$ cat src/rtl/core/infix_to_postfix_converter_defines.svh
`ifndef INFIX_TO_POSTFIX_CONVERTER_DEFINES_SVH
`define INFIX_TO_POSTFIX_CONVERTER_DEFINES_SVH

// Same-cycle check, sampled on clk and disabled while rst is high.
`define ITP_ASSERT_IMPLIES(label, ante, cons, msg) \
  label: assert property (@(posedge clk) disable iff (rst) (ante) |-> (cons)) \
    else $error(msg);

// Next-cycle check, sampled on clk and disabled while rst is high.
`define ITP_ASSERT_NEXT(label, ante, cons, msg) \
  label: assert property (@(posedge clk) disable iff (rst) (ante) |=> (cons)) \
    else $error(msg);

`endif

$ cat src/rtl/core/itp_pkg.sv
package itp_pkg;

  typedef logic [2:0]  cmd_t;
  typedef logic [2:0]  op_t;
  typedef logic [15:0] ref_t;
  typedef logic [1:0]  kind_t;
  typedef logic [1:0]  err_t;
  typedef logic [1:0]  prio_t;

  localparam cmd_t CMD_OPERAND = 3'd0;
  localparam cmd_t CMD_OPERATOR = 3'd1;
  localparam cmd_t CMD_OPEN = 3'd2;
  localparam cmd_t CMD_CLOSE = 3'd3;
  localparam cmd_t CMD_END = 3'd4;

  localparam op_t OP_ADD = 3'd0;
  localparam op_t OP_SUB = 3'd1;
  localparam op_t OP_MUL = 3'd2;
  localparam op_t OP_DIV = 3'd3;
  localparam op_t OP_SQRT = 3'd4;
  localparam op_t OP_SIN = 3'd5;
  localparam op_t OP_COS = 3'd6;
  // Stack code of an open parenthesis; also an invalid operator code.
  localparam op_t PAREN_MARK = 3'd7;

  localparam kind_t KIND_OPERAND = 2'd0;
  localparam kind_t KIND_OPERATOR = 2'd1;
  localparam kind_t KIND_NONE = 2'd2;

  localparam err_t ERR_NONE = 2'd0;
  localparam err_t ERR_OVERFLOW = 2'd1;
  localparam err_t ERR_UNMATCHED_CLOSE = 2'd2;
  localparam err_t ERR_UNMATCHED_OPEN = 2'd3;

  function automatic prio_t prio_of(op_t op);
    if (op <= OP_SUB) begin
      return 2'd1;
    end else if (op <= OP_DIV) begin
      return 2'd2;
    end
    return 2'd3;
  endfunction

endpackage

$ cat src/rtl/core/itp_token_if.sv
interface itp_token_if import itp_pkg::*; ();
  logic valid;
  logic ready;
  cmd_t command;
  op_t  op_code;
  ref_t operand_ref;

  modport source(output valid, command, op_code, operand_ref, input ready);
  modport sink(input valid, command, op_code, operand_ref, output ready);
endinterface

$ cat src/rtl/core/itp_result_if.sv
interface itp_result_if import itp_pkg::*; ();
  logic  valid;
  logic  ready;
  kind_t out_kind;
  op_t   out_op;
  ref_t  out_operand;
  logic  last;
  err_t  error;

  modport source(output valid, out_kind, out_op, out_operand, last, error, input ready);
  modport sink(input valid, out_kind, out_op, out_operand, last, error, output ready);
endinterface

$ cat src/rtl/core/infix_to_postfix_converter.sv
// Channel  Dir  Fields
// tok      in   command, op_code, operand_ref
// res      out  out_kind, out_op, out_operand, last, error
//
// An operand is emitted straight from idle; a push (operator, function, open paren)
// passes through the push state. Each stack entry examined is read from the stack RAM
// and then evaluated; an operator also examines the entry that stops its pops.
// An end marker or a close paren with no open paren also passes through a final state.
// Reset empties the stack pointer; the stack RAM itself is not cleared.
// Results sit in an output register; the sequencer holds while it is full and unread.
`include "infix_to_postfix_converter_defines.svh"

module infix_to_postfix_converter import itp_pkg::*; #(
  parameter int STACK_DEPTH = 32
) (
  input logic         clk,
  input logic         rst,
  itp_token_if.sink   tok,
  itp_result_if.source res
);

  localparam int AW = $clog2(STACK_DEPTH);
  localparam int SPW = $clog2(STACK_DEPTH + 1);

  typedef enum logic [2:0] {S_IDLE, S_PUSH, S_READ, S_EVAL, S_FINAL} state_t;
  typedef enum logic [1:0] {M_OPR, M_CLOSE, M_END} mode_t;

  state_t         state;
  mode_t          mode;
  logic [SPW-1:0] sp;
  op_t            push_val;
  prio_t          cur_prio;
  logic           pend_valid;
  op_t            pend_op;
  logic           open_left;

  logic  out_valid;
  kind_t out_kind;
  op_t   out_op;
  ref_t  out_operand;
  logic  out_last;
  err_t  out_error;

  logic           can_emit;
  logic           accept;
  logic           stack_full;
  logic [SPW-1:0] sp_dec;
  op_t            top_val;
  logic           top_stops;
  logic           wr_en;

  logic  emit_en;
  kind_t emit_kind;
  op_t   emit_op;
  ref_t  emit_operand;
  logic  emit_last;
  err_t  emit_err;

  assign can_emit = !out_valid || res.ready;
  assign tok.ready = (state == S_IDLE) && can_emit;
  assign accept = tok.valid && tok.ready;
  assign stack_full = (sp == SPW'(STACK_DEPTH));
  assign sp_dec = sp - SPW'(1);
  assign top_stops = (top_val == PAREN_MARK) || (prio_of(top_val) < cur_prio);
  assign wr_en = (state == S_PUSH) && can_emit && !stack_full;

  assign res.valid = out_valid;
  assign res.out_kind = out_kind;
  assign res.out_op = out_op;
  assign res.out_operand = out_operand;
  assign res.last = out_last;
  assign res.error = out_error;

  itp_stack_ram #(
    .DEPTH(STACK_DEPTH),
    .AW(AW)
  ) u_stack (
    .clk(clk),
    .wr_en(wr_en),
    .wr_addr(sp[AW-1:0]),
    .wr_data(push_val),
    .rd_en(state == S_READ),
    .rd_addr(sp_dec[AW-1:0]),
    .rd_data(top_val)
  );

  always_comb begin
    emit_en = 1'b0;
    emit_kind = KIND_NONE;
    emit_op = OP_ADD;
    emit_operand = '0;
    emit_last = 1'b0;
    emit_err = ERR_NONE;
    unique case (state)
      S_IDLE: begin
        if (accept && tok.command == CMD_OPERAND) begin
          emit_en = 1'b1;
          emit_kind = KIND_OPERAND;
          emit_operand = tok.operand_ref;
        end
      end
      S_PUSH: begin
        if (can_emit && stack_full) begin
          emit_en = 1'b1;
          emit_err = ERR_OVERFLOW;
        end
      end
      S_EVAL: begin
        if (can_emit) begin
          if (mode == M_OPR) begin
            emit_en = !top_stops;
            emit_kind = KIND_OPERATOR;
            emit_op = top_val;
          end else begin
            // Flags belong on the final result, so a popped operator waits one step.
            emit_en = pend_valid && (top_val != PAREN_MARK || mode == M_CLOSE);
            emit_kind = KIND_OPERATOR;
            emit_op = pend_op;
          end
        end
      end
      S_FINAL: begin
        if (can_emit) begin
          emit_en = 1'b1;
          emit_kind = pend_valid ? KIND_OPERATOR : KIND_NONE;
          emit_op = pend_valid ? pend_op : OP_ADD;
          emit_last = (mode == M_END);
          if (mode == M_CLOSE) begin
            emit_err = ERR_UNMATCHED_CLOSE;
          end else if (open_left) begin
            emit_err = ERR_UNMATCHED_OPEN;
          end
        end
      end
      default: ;
    endcase
  end

  always_ff @(posedge clk) begin
    if (rst) begin
      state <= S_IDLE;
      mode <= M_OPR;
      sp <= '0;
      pend_valid <= 1'b0;
      open_left <= 1'b0;
      out_valid <= 1'b0;
    end else begin
      if (emit_en) begin
        out_valid <= 1'b1;
        out_kind <= emit_kind;
        out_op <= emit_op;
        out_operand <= emit_operand;
        out_last <= emit_last;
        out_error <= emit_err;
      end else if (res.ready) begin
        out_valid <= 1'b0;
      end

      unique case (state)
        S_IDLE: begin
          if (accept) begin
            pend_valid <= 1'b0;
            open_left <= 1'b0;
            unique case (tok.command)
              CMD_OPERATOR: begin
                if (tok.op_code != PAREN_MARK) begin
                  push_val <= tok.op_code;
                  cur_prio <= prio_of(tok.op_code);
                  mode <= M_OPR;
                  // Functions are prefix operators and pop nothing.
                  state <= (tok.op_code <= OP_DIV && sp != '0) ? S_READ : S_PUSH;
                end
              end
              CMD_OPEN: begin
                push_val <= PAREN_MARK;
                state <= S_PUSH;
              end
              CMD_CLOSE: begin
                mode <= M_CLOSE;
                state <= (sp == '0) ? S_FINAL : S_READ;
              end
              CMD_END: begin
                mode <= M_END;
                state <= (sp == '0) ? S_FINAL : S_READ;
              end
              default: ;
            endcase
          end
        end
        S_PUSH: begin
          if (can_emit) begin
            if (!stack_full) begin
              sp <= sp + SPW'(1);
            end
            state <= S_IDLE;
          end
        end
        S_READ: begin
          state <= S_EVAL;
        end
        S_EVAL: begin
          if (can_emit) begin
            if (mode == M_OPR) begin
              if (top_stops) begin
                state <= S_PUSH;
              end else begin
                sp <= sp_dec;
                state <= (sp_dec == '0) ? S_PUSH : S_READ;
              end
            end else begin
              sp <= sp_dec;
              if (top_val == PAREN_MARK) begin
                if (mode == M_CLOSE) begin
                  pend_valid <= 1'b0;
                  state <= S_IDLE;
                end else begin
                  open_left <= 1'b1;
                  state <= (sp_dec == '0) ? S_FINAL : S_READ;
                end
              end else begin
                pend_valid <= 1'b1;
                pend_op <= top_val;
                state <= (sp_dec == '0) ? S_FINAL : S_READ;
              end
            end
          end
        end
        S_FINAL: begin
          if (can_emit) begin
            pend_valid <= 1'b0;
            state <= S_IDLE;
          end
        end
        default: state <= S_IDLE;
      endcase
    end
  end

  `ITP_ASSERT_IMPLIES(a_sp_bound, 1'b1, sp <= SPW'(STACK_DEPTH), "stack pointer past depth")
  `ITP_ASSERT_IMPLIES(a_idle_no_pend, state == S_IDLE, !pend_valid, "held pop left in idle")
  `ITP_ASSERT_IMPLIES(a_last_kind, out_valid && out_last, out_kind != KIND_OPERAND,
                      "last flag on an operand")
  `ITP_ASSERT_NEXT(a_sp_drop, state != S_EVAL, sp >= $past(sp), "stack popped outside eval")

endmodule

$ cat src/rtl/core/itp_stack_ram.sv
module itp_stack_ram import itp_pkg::*; #(
  parameter int DEPTH = 32,
  parameter int AW = $clog2(DEPTH)
) (
  input  logic          clk,
  input  logic          wr_en,
  input  logic [AW-1:0] wr_addr,
  input  op_t           wr_data,
  input  logic          rd_en,
  input  logic [AW-1:0] rd_addr,
  output op_t           rd_data
);

  op_t mem [DEPTH];

  always_ff @(posedge clk) begin
    if (wr_en) begin
      mem[wr_addr] <= wr_data;
    end
  end

  always_ff @(posedge clk) begin
    if (rd_en) begin
      rd_data <= mem[rd_addr];
    end
  end

endmodule

$ cat src/flat_wrapper.sv
// flat-port wrapper written by rule: the top's interface ports become plain ports
module infix_to_postfix_converter_flat import itp_pkg::*;
#(
  parameter int STACK_DEPTH = 32
)
  (clk, rst, tok_valid, tok_command, tok_op_code, tok_operand_ref, tok_ready, res_valid, res_out_kind, res_out_op, res_out_operand, res_last, res_error, res_ready);
  itp_token_if tok_i ();
  itp_result_if res_i ();
  input logic clk;
  input logic rst;
  input wire logic [$bits(tok_i.valid)-1:0] tok_valid;
  input wire logic [$bits(tok_i.command)-1:0] tok_command;
  input wire logic [$bits(tok_i.op_code)-1:0] tok_op_code;
  input wire logic [$bits(tok_i.operand_ref)-1:0] tok_operand_ref;
  output wire logic [$bits(tok_i.ready)-1:0] tok_ready;
  output wire logic [$bits(res_i.valid)-1:0] res_valid;
  output wire logic [$bits(res_i.out_kind)-1:0] res_out_kind;
  output wire logic [$bits(res_i.out_op)-1:0] res_out_op;
  output wire logic [$bits(res_i.out_operand)-1:0] res_out_operand;
  output wire logic [$bits(res_i.last)-1:0] res_last;
  output wire logic [$bits(res_i.error)-1:0] res_error;
  input wire logic [$bits(res_i.ready)-1:0] res_ready;
  assign tok_i.valid = tok_valid;
  assign tok_i.command = tok_command;
  assign tok_i.op_code = tok_op_code;
  assign tok_i.operand_ref = tok_operand_ref;
  assign tok_ready = tok_i.ready;
  assign res_valid = res_i.valid;
  assign res_out_kind = res_i.out_kind;
  assign res_out_op = res_i.out_op;
  assign res_out_operand = res_i.out_operand;
  assign res_last = res_i.last;
  assign res_error = res_i.error;
  assign res_i.ready = res_ready;
  infix_to_postfix_converter #(.STACK_DEPTH(STACK_DEPTH)) u_core (.clk(clk), .rst(rst), .tok(tok_i), .res(res_i));
endmodule
$ cat config.mk
export PLATFORM = sky130hd
export DESIGN_NAME = infix_to_postfix_converter_flat
export DESIGN_NICKNAME = d
export VERILOG_FILES = /design/src/rtl/core/itp_pkg.sv /design/src/rtl/core/itp_token_if.sv /design/src/rtl/core/itp_result_if.sv /design/src/rtl/core/infix_to_postfix_converter.sv /design/src/rtl/core/itp_stack_ram.sv /design/src/flat_wrapper.sv
export VERILOG_INCLUDE_DIRS = /design/src /design/src/rtl/core
export SDC_FILE = /design/constraint.sdc
export NUM_CORES = 1
export LEC_CHECK = 0
export BUFFER_PORTS_ARGS = -buffer_cell sky130_fd_sc_hd__buf_2
export CAP_MARGIN = 20
export CORE_MARGIN = 2
export CORE_UTILIZATION = 40
export CTS_CLUSTER_DIAMETER = 40
export DETAILED_ROUTE_END_ITERATION = 8
export PLACE_DENSITY = 0.6
export SLEW_MARGIN = 10
export SYNTH_ARGS = -nofsm -noshare
export SYNTH_HDL_FRONTEND = slang
export SYNTH_SLANG_ARGS = --single-unit
$ cat constraint.sdc
create_clock -name clk -period 7.7 [get_ports clk]
set_input_delay 1.54 -clock clk [delete_from_list [all_inputs] [get_ports clk]]
set_output_delay 1.54 -clock clk [all_outputs]
set_load 0.02 [all_outputs]
==> metrics.md <==
| Metric | Value |
|---|---|
| Status | `finished clean` |
| CP Capture Point | `tok_ready` |
| Die W | `between 100 and 150 um` |
| Final setup fails | `0` |
| Core area | `around 0.016 mm^2` |
| CTS clk-pin slew, worst paths | `0.05 ns` |
| Initial antenna violation count | `0` |
| TritonCTS clock tree | `yes` |
| Cell accounting for the most synthesized area | `edfxtp_1` |
| Crit-path max FO | `9` |
| Syn_area_per_cell | `13.5 um^2` |
| First-pass GRT wire length | `21,800 um` |
| Layout area overhead | `15.7%` |
| DP Wirelength | `8870 um` |
| R2R Path Start | `u_core.sp[0]$_SDFFE_PP0P_` |
| Fill count | `1,427` |
| Actual slew at the worst max-slew pin | `1.04 ns` |
| FFs w/ async S/R, synth | `0%` |
| Crit path arrival time | `2.30 ns` |
| Sequential fraction of the synthesis area | `63.2%` |
| ANT cells | `0` |
| Data required, critical path | `6.16 ns` |
| Type of origin of the critical path | `input port` |
| Reg-to-reg endpoint | `u_core.u_stack.mem[30][2]$_DFFE_PP_` |
| ANT nets after route | `0` |
| Hold Vio Cnt, Final | `0` |
| Max cap viols | `0` |
| Clk sinks | `145` |
| Synth Cell Area | `0.00667 mm^2` |
| First-pass detailed-route iteration total | `5` |
| Post-CTS Setup Repair Bufs | `0` |
| Post-route clock period utilization | `49.8%` |
| Vias post-DR | `~4,100` |
| Most frequent cell after synthesis | `edfxtp_1` |
| Ranking of synthesized cells by area | `edfxtp_1 (59%), mux4_2 (8.1%), nor2_1 (4.5%)` |
| Maximum vdd drop | `0.000175 V` |
| Vias in the first global route | `4,197` |
| Seq cells post-synth | `145` |
| Root buf cell | `clkbuf_16` |
| Final Slew Violations | `0` |
| Lkg Pwr | `0.00254 uW` |
| Top_reg_cell synth | `edfxtp_1` |
| Worst Slack Setup Final | `slightly below 4 ns` |
| DRC Markers | `0` |
| Setup TNS Final | `0 ns` |
| Worst R2R Setup Slack | `4.27 ns` |
| CP startpoint | `res_ready` |
| FF-to-FF path depth | `7` |
| Final Util | `a little under half` |
| DR iter-0 viols | `291` |
| Post-synthesis instance total | `roughly 490` |
| Layout net count | `569` |
| Post-detailed-route via-to-cell ratio | `5.37` |
| # hold bufs at CTS | `0` |
| Worst hold path class | `flip-flop to flip-flop` |
| H-tree levels | `4` |
| Die height | `133 um` |
| Yosys cell types | `63` |
| Clock skew | `0.00825 ns` |
| Unrepaired setup endpoints after global routing | `false` |
| Initial Utilization | `a little over 40%` |
| Tmin final | `3.84 ns` |
| Synth warn | `0` |
| DP Worst Slack | `3.42 ns` |
| Pwr dens | `~240 mW/mm^2` |
| Placed cells | `733` |
| Area of the die | `0.0177 mm^2` |
| CTS resizes | `0` |
| Critical path endpoint category | `output pin` |
| Non-filler cells, final | `770` |
| Share of cells above drive strength 1 | `23.6%` |
| WS Path Type | `input port to output pin` |
| Total Routing Usage GR | `16.2%` |
| DR WL/cell | `17.8 um` |
| Routability cong. | `approximately 0.80` |
| Max clock buf depth | `2` |
| Rel. slew slack | `30.7%` |
| IO buf count | `51` |
| Largest net degree at the start of global routing | `38` |
| Yosys top cell area share | `between 50% and 60%` |
| Worst hold slack | `roughly 0.52 ns` |
| TritonCTS Buffers | `17` |
| Net Count, Synth | `525` |
| I/O pin total | `52` |
| Final WL | `around 14,000 um` |
| GR Overflow Total | `0` |
| Max Freq | `261 MHz` |
| Commonest cells post-synth | `edfxtp_1 (131), nor2_1 (80), nand2_1 (27), mux4_2 (24), a21oi_1 (21)` |
| Number of synthesized flops with an enable pin | `131` |
| Clock insertion delay at the later pin of the skew report | `0.42 ns` |
| Row count | `47` |
[state kept, by name, summed over array words and instances (netlist names), 2 cells and up]
signal / cells
u_core.res.out_kind: 2
u_core.sp: 6
u_core.state: 3
u_core.pend_op: 3
u_core.u_stack.rd_data: 3
u_core.u_stack.mem: 96
u_core.res.error: 2
u_core.cur_prio: 2
u_core.push_val: 3
u_core.res.out_operand: 16
u_core.res.out_op: 3
u_core.mode: 2
[worst max-delay path, cell delays in order]
cell and delay [ns]:
buf_2 0.10, nand2b_1 0.28, and2_1 0.22, buf_2 0.15
[stage by stage]
stage	instance area [um^2]	total power (uW)
2_1_floorplan	6670	1020
3_3_place_gp	7040	1060
3_5_place_dp	7040	1060
4_1_cts	7630	1890
5_1_grt	7710	1950
6_report	7710	1880
[area by class of cell]
| type | instances | area, um^2 | area share [%] |
|---|---|---|---|
| Clock buffer | 19 | 433 | 5.61 |
| Clock inverter | 13 | 161 | 2.09 |
| Tap cell | 220 | 275 | 3.57 |
| Multi-Input combinational cell | 308 | 2250 | 29.2 |
| Timing Repair Buffer | 57 | 343 | 4.45 |
| Sequential cell | 145 | 4220 | 54.7 |
| Inverter | 8 | 30.0 | 0.389 |
[logic make-up after synthesis]
| family | Yosys count | share of synthesized area [%] |
|---|---|---|
| and+or+nand+nor | 193 | 14.9 |
| xor gates and xnor gates | 5 | 0.657 |
| AOI/OAI and AO/OA | 72 | 7.72 |
| DFF | 145 | 63.2 |
| adders and majority gates | 6 | 1.13 |
| muxes | 32 | 9.37 |
| buffers and inverters | 40 | 3.00 |
[how the worst min path moves through the flow]
| stage | startpoint | end | slack, ns | cells past startpoint |
|---|---|---|---|---|
| detailed placement | u_core.u_stack.rd_data[0]$_DFFE_PN_ | u_core.pend_op[0]$_DFFE_PP_ | 0.51 | 0 |
| global route | u_core.u_stack.rd_data[0]$_DFFE_PN_ | u_core.pend_op[0]$_DFFE_PP_ | 0.54 | 0 |
| CTS | u_core.pend_valid$_SDFFE_PP0P_ | u_core.pend_valid$_SDFFE_PP0P_ | 0.53 | 2 |
| floorplan | u_core.u_stack.rd_data[0]$_DFFE_PN_ | u_core.pend_op[0]$_DFFE_PP_ | 0.47 | 0 |
| finish | u_core.pend_valid$_SDFFE_PP0P_ | u_core.pend_valid$_SDFFE_PP0P_ | 0.52 | 2 |
| global placement | u_core.u_stack.rd_data[0]$_DFFE_PN_ | u_core.pend_op[0]$_DFFE_PP_ | 0.50 | 0 |
[per-layer routing]
metal	GRT usage, %	part of all wire [%]	up-vias
met2	27.5	50	125
li1	-	-	1946
met4	6.69	1.7	0
met3	4.33	5.0	19
met5	0	0	-
met1	19.5	44	2045
[power breakdown]
part,total [uW],leakage [uW],switching [uW],internal (uW)
Clock,825,0.000283,316,509
Sequential,872,0.00126,9.39,862
Combinational,182,0.000999,102,79.3
Total,1880,0.00254,428,1450
[cell usage in the layout, fill, tap and decap left out, types with 6 or more instances in the layout]
cell / n
nor2_1: 79
mux4_2: 24
nand3_1: 9
buf_2: 51
dfxtp_1: 13
inv_1: 8
o22ai_1: 7
ha_1: 6
edfxtp_1: 131
clkbuf_16: 17
nand2_1: 27
a21oi_1: 21
and2_1: 17
nand2b_1: 9
o21ai_0: 11
nor3_1: 9
(Power assumes the default switching activity.)
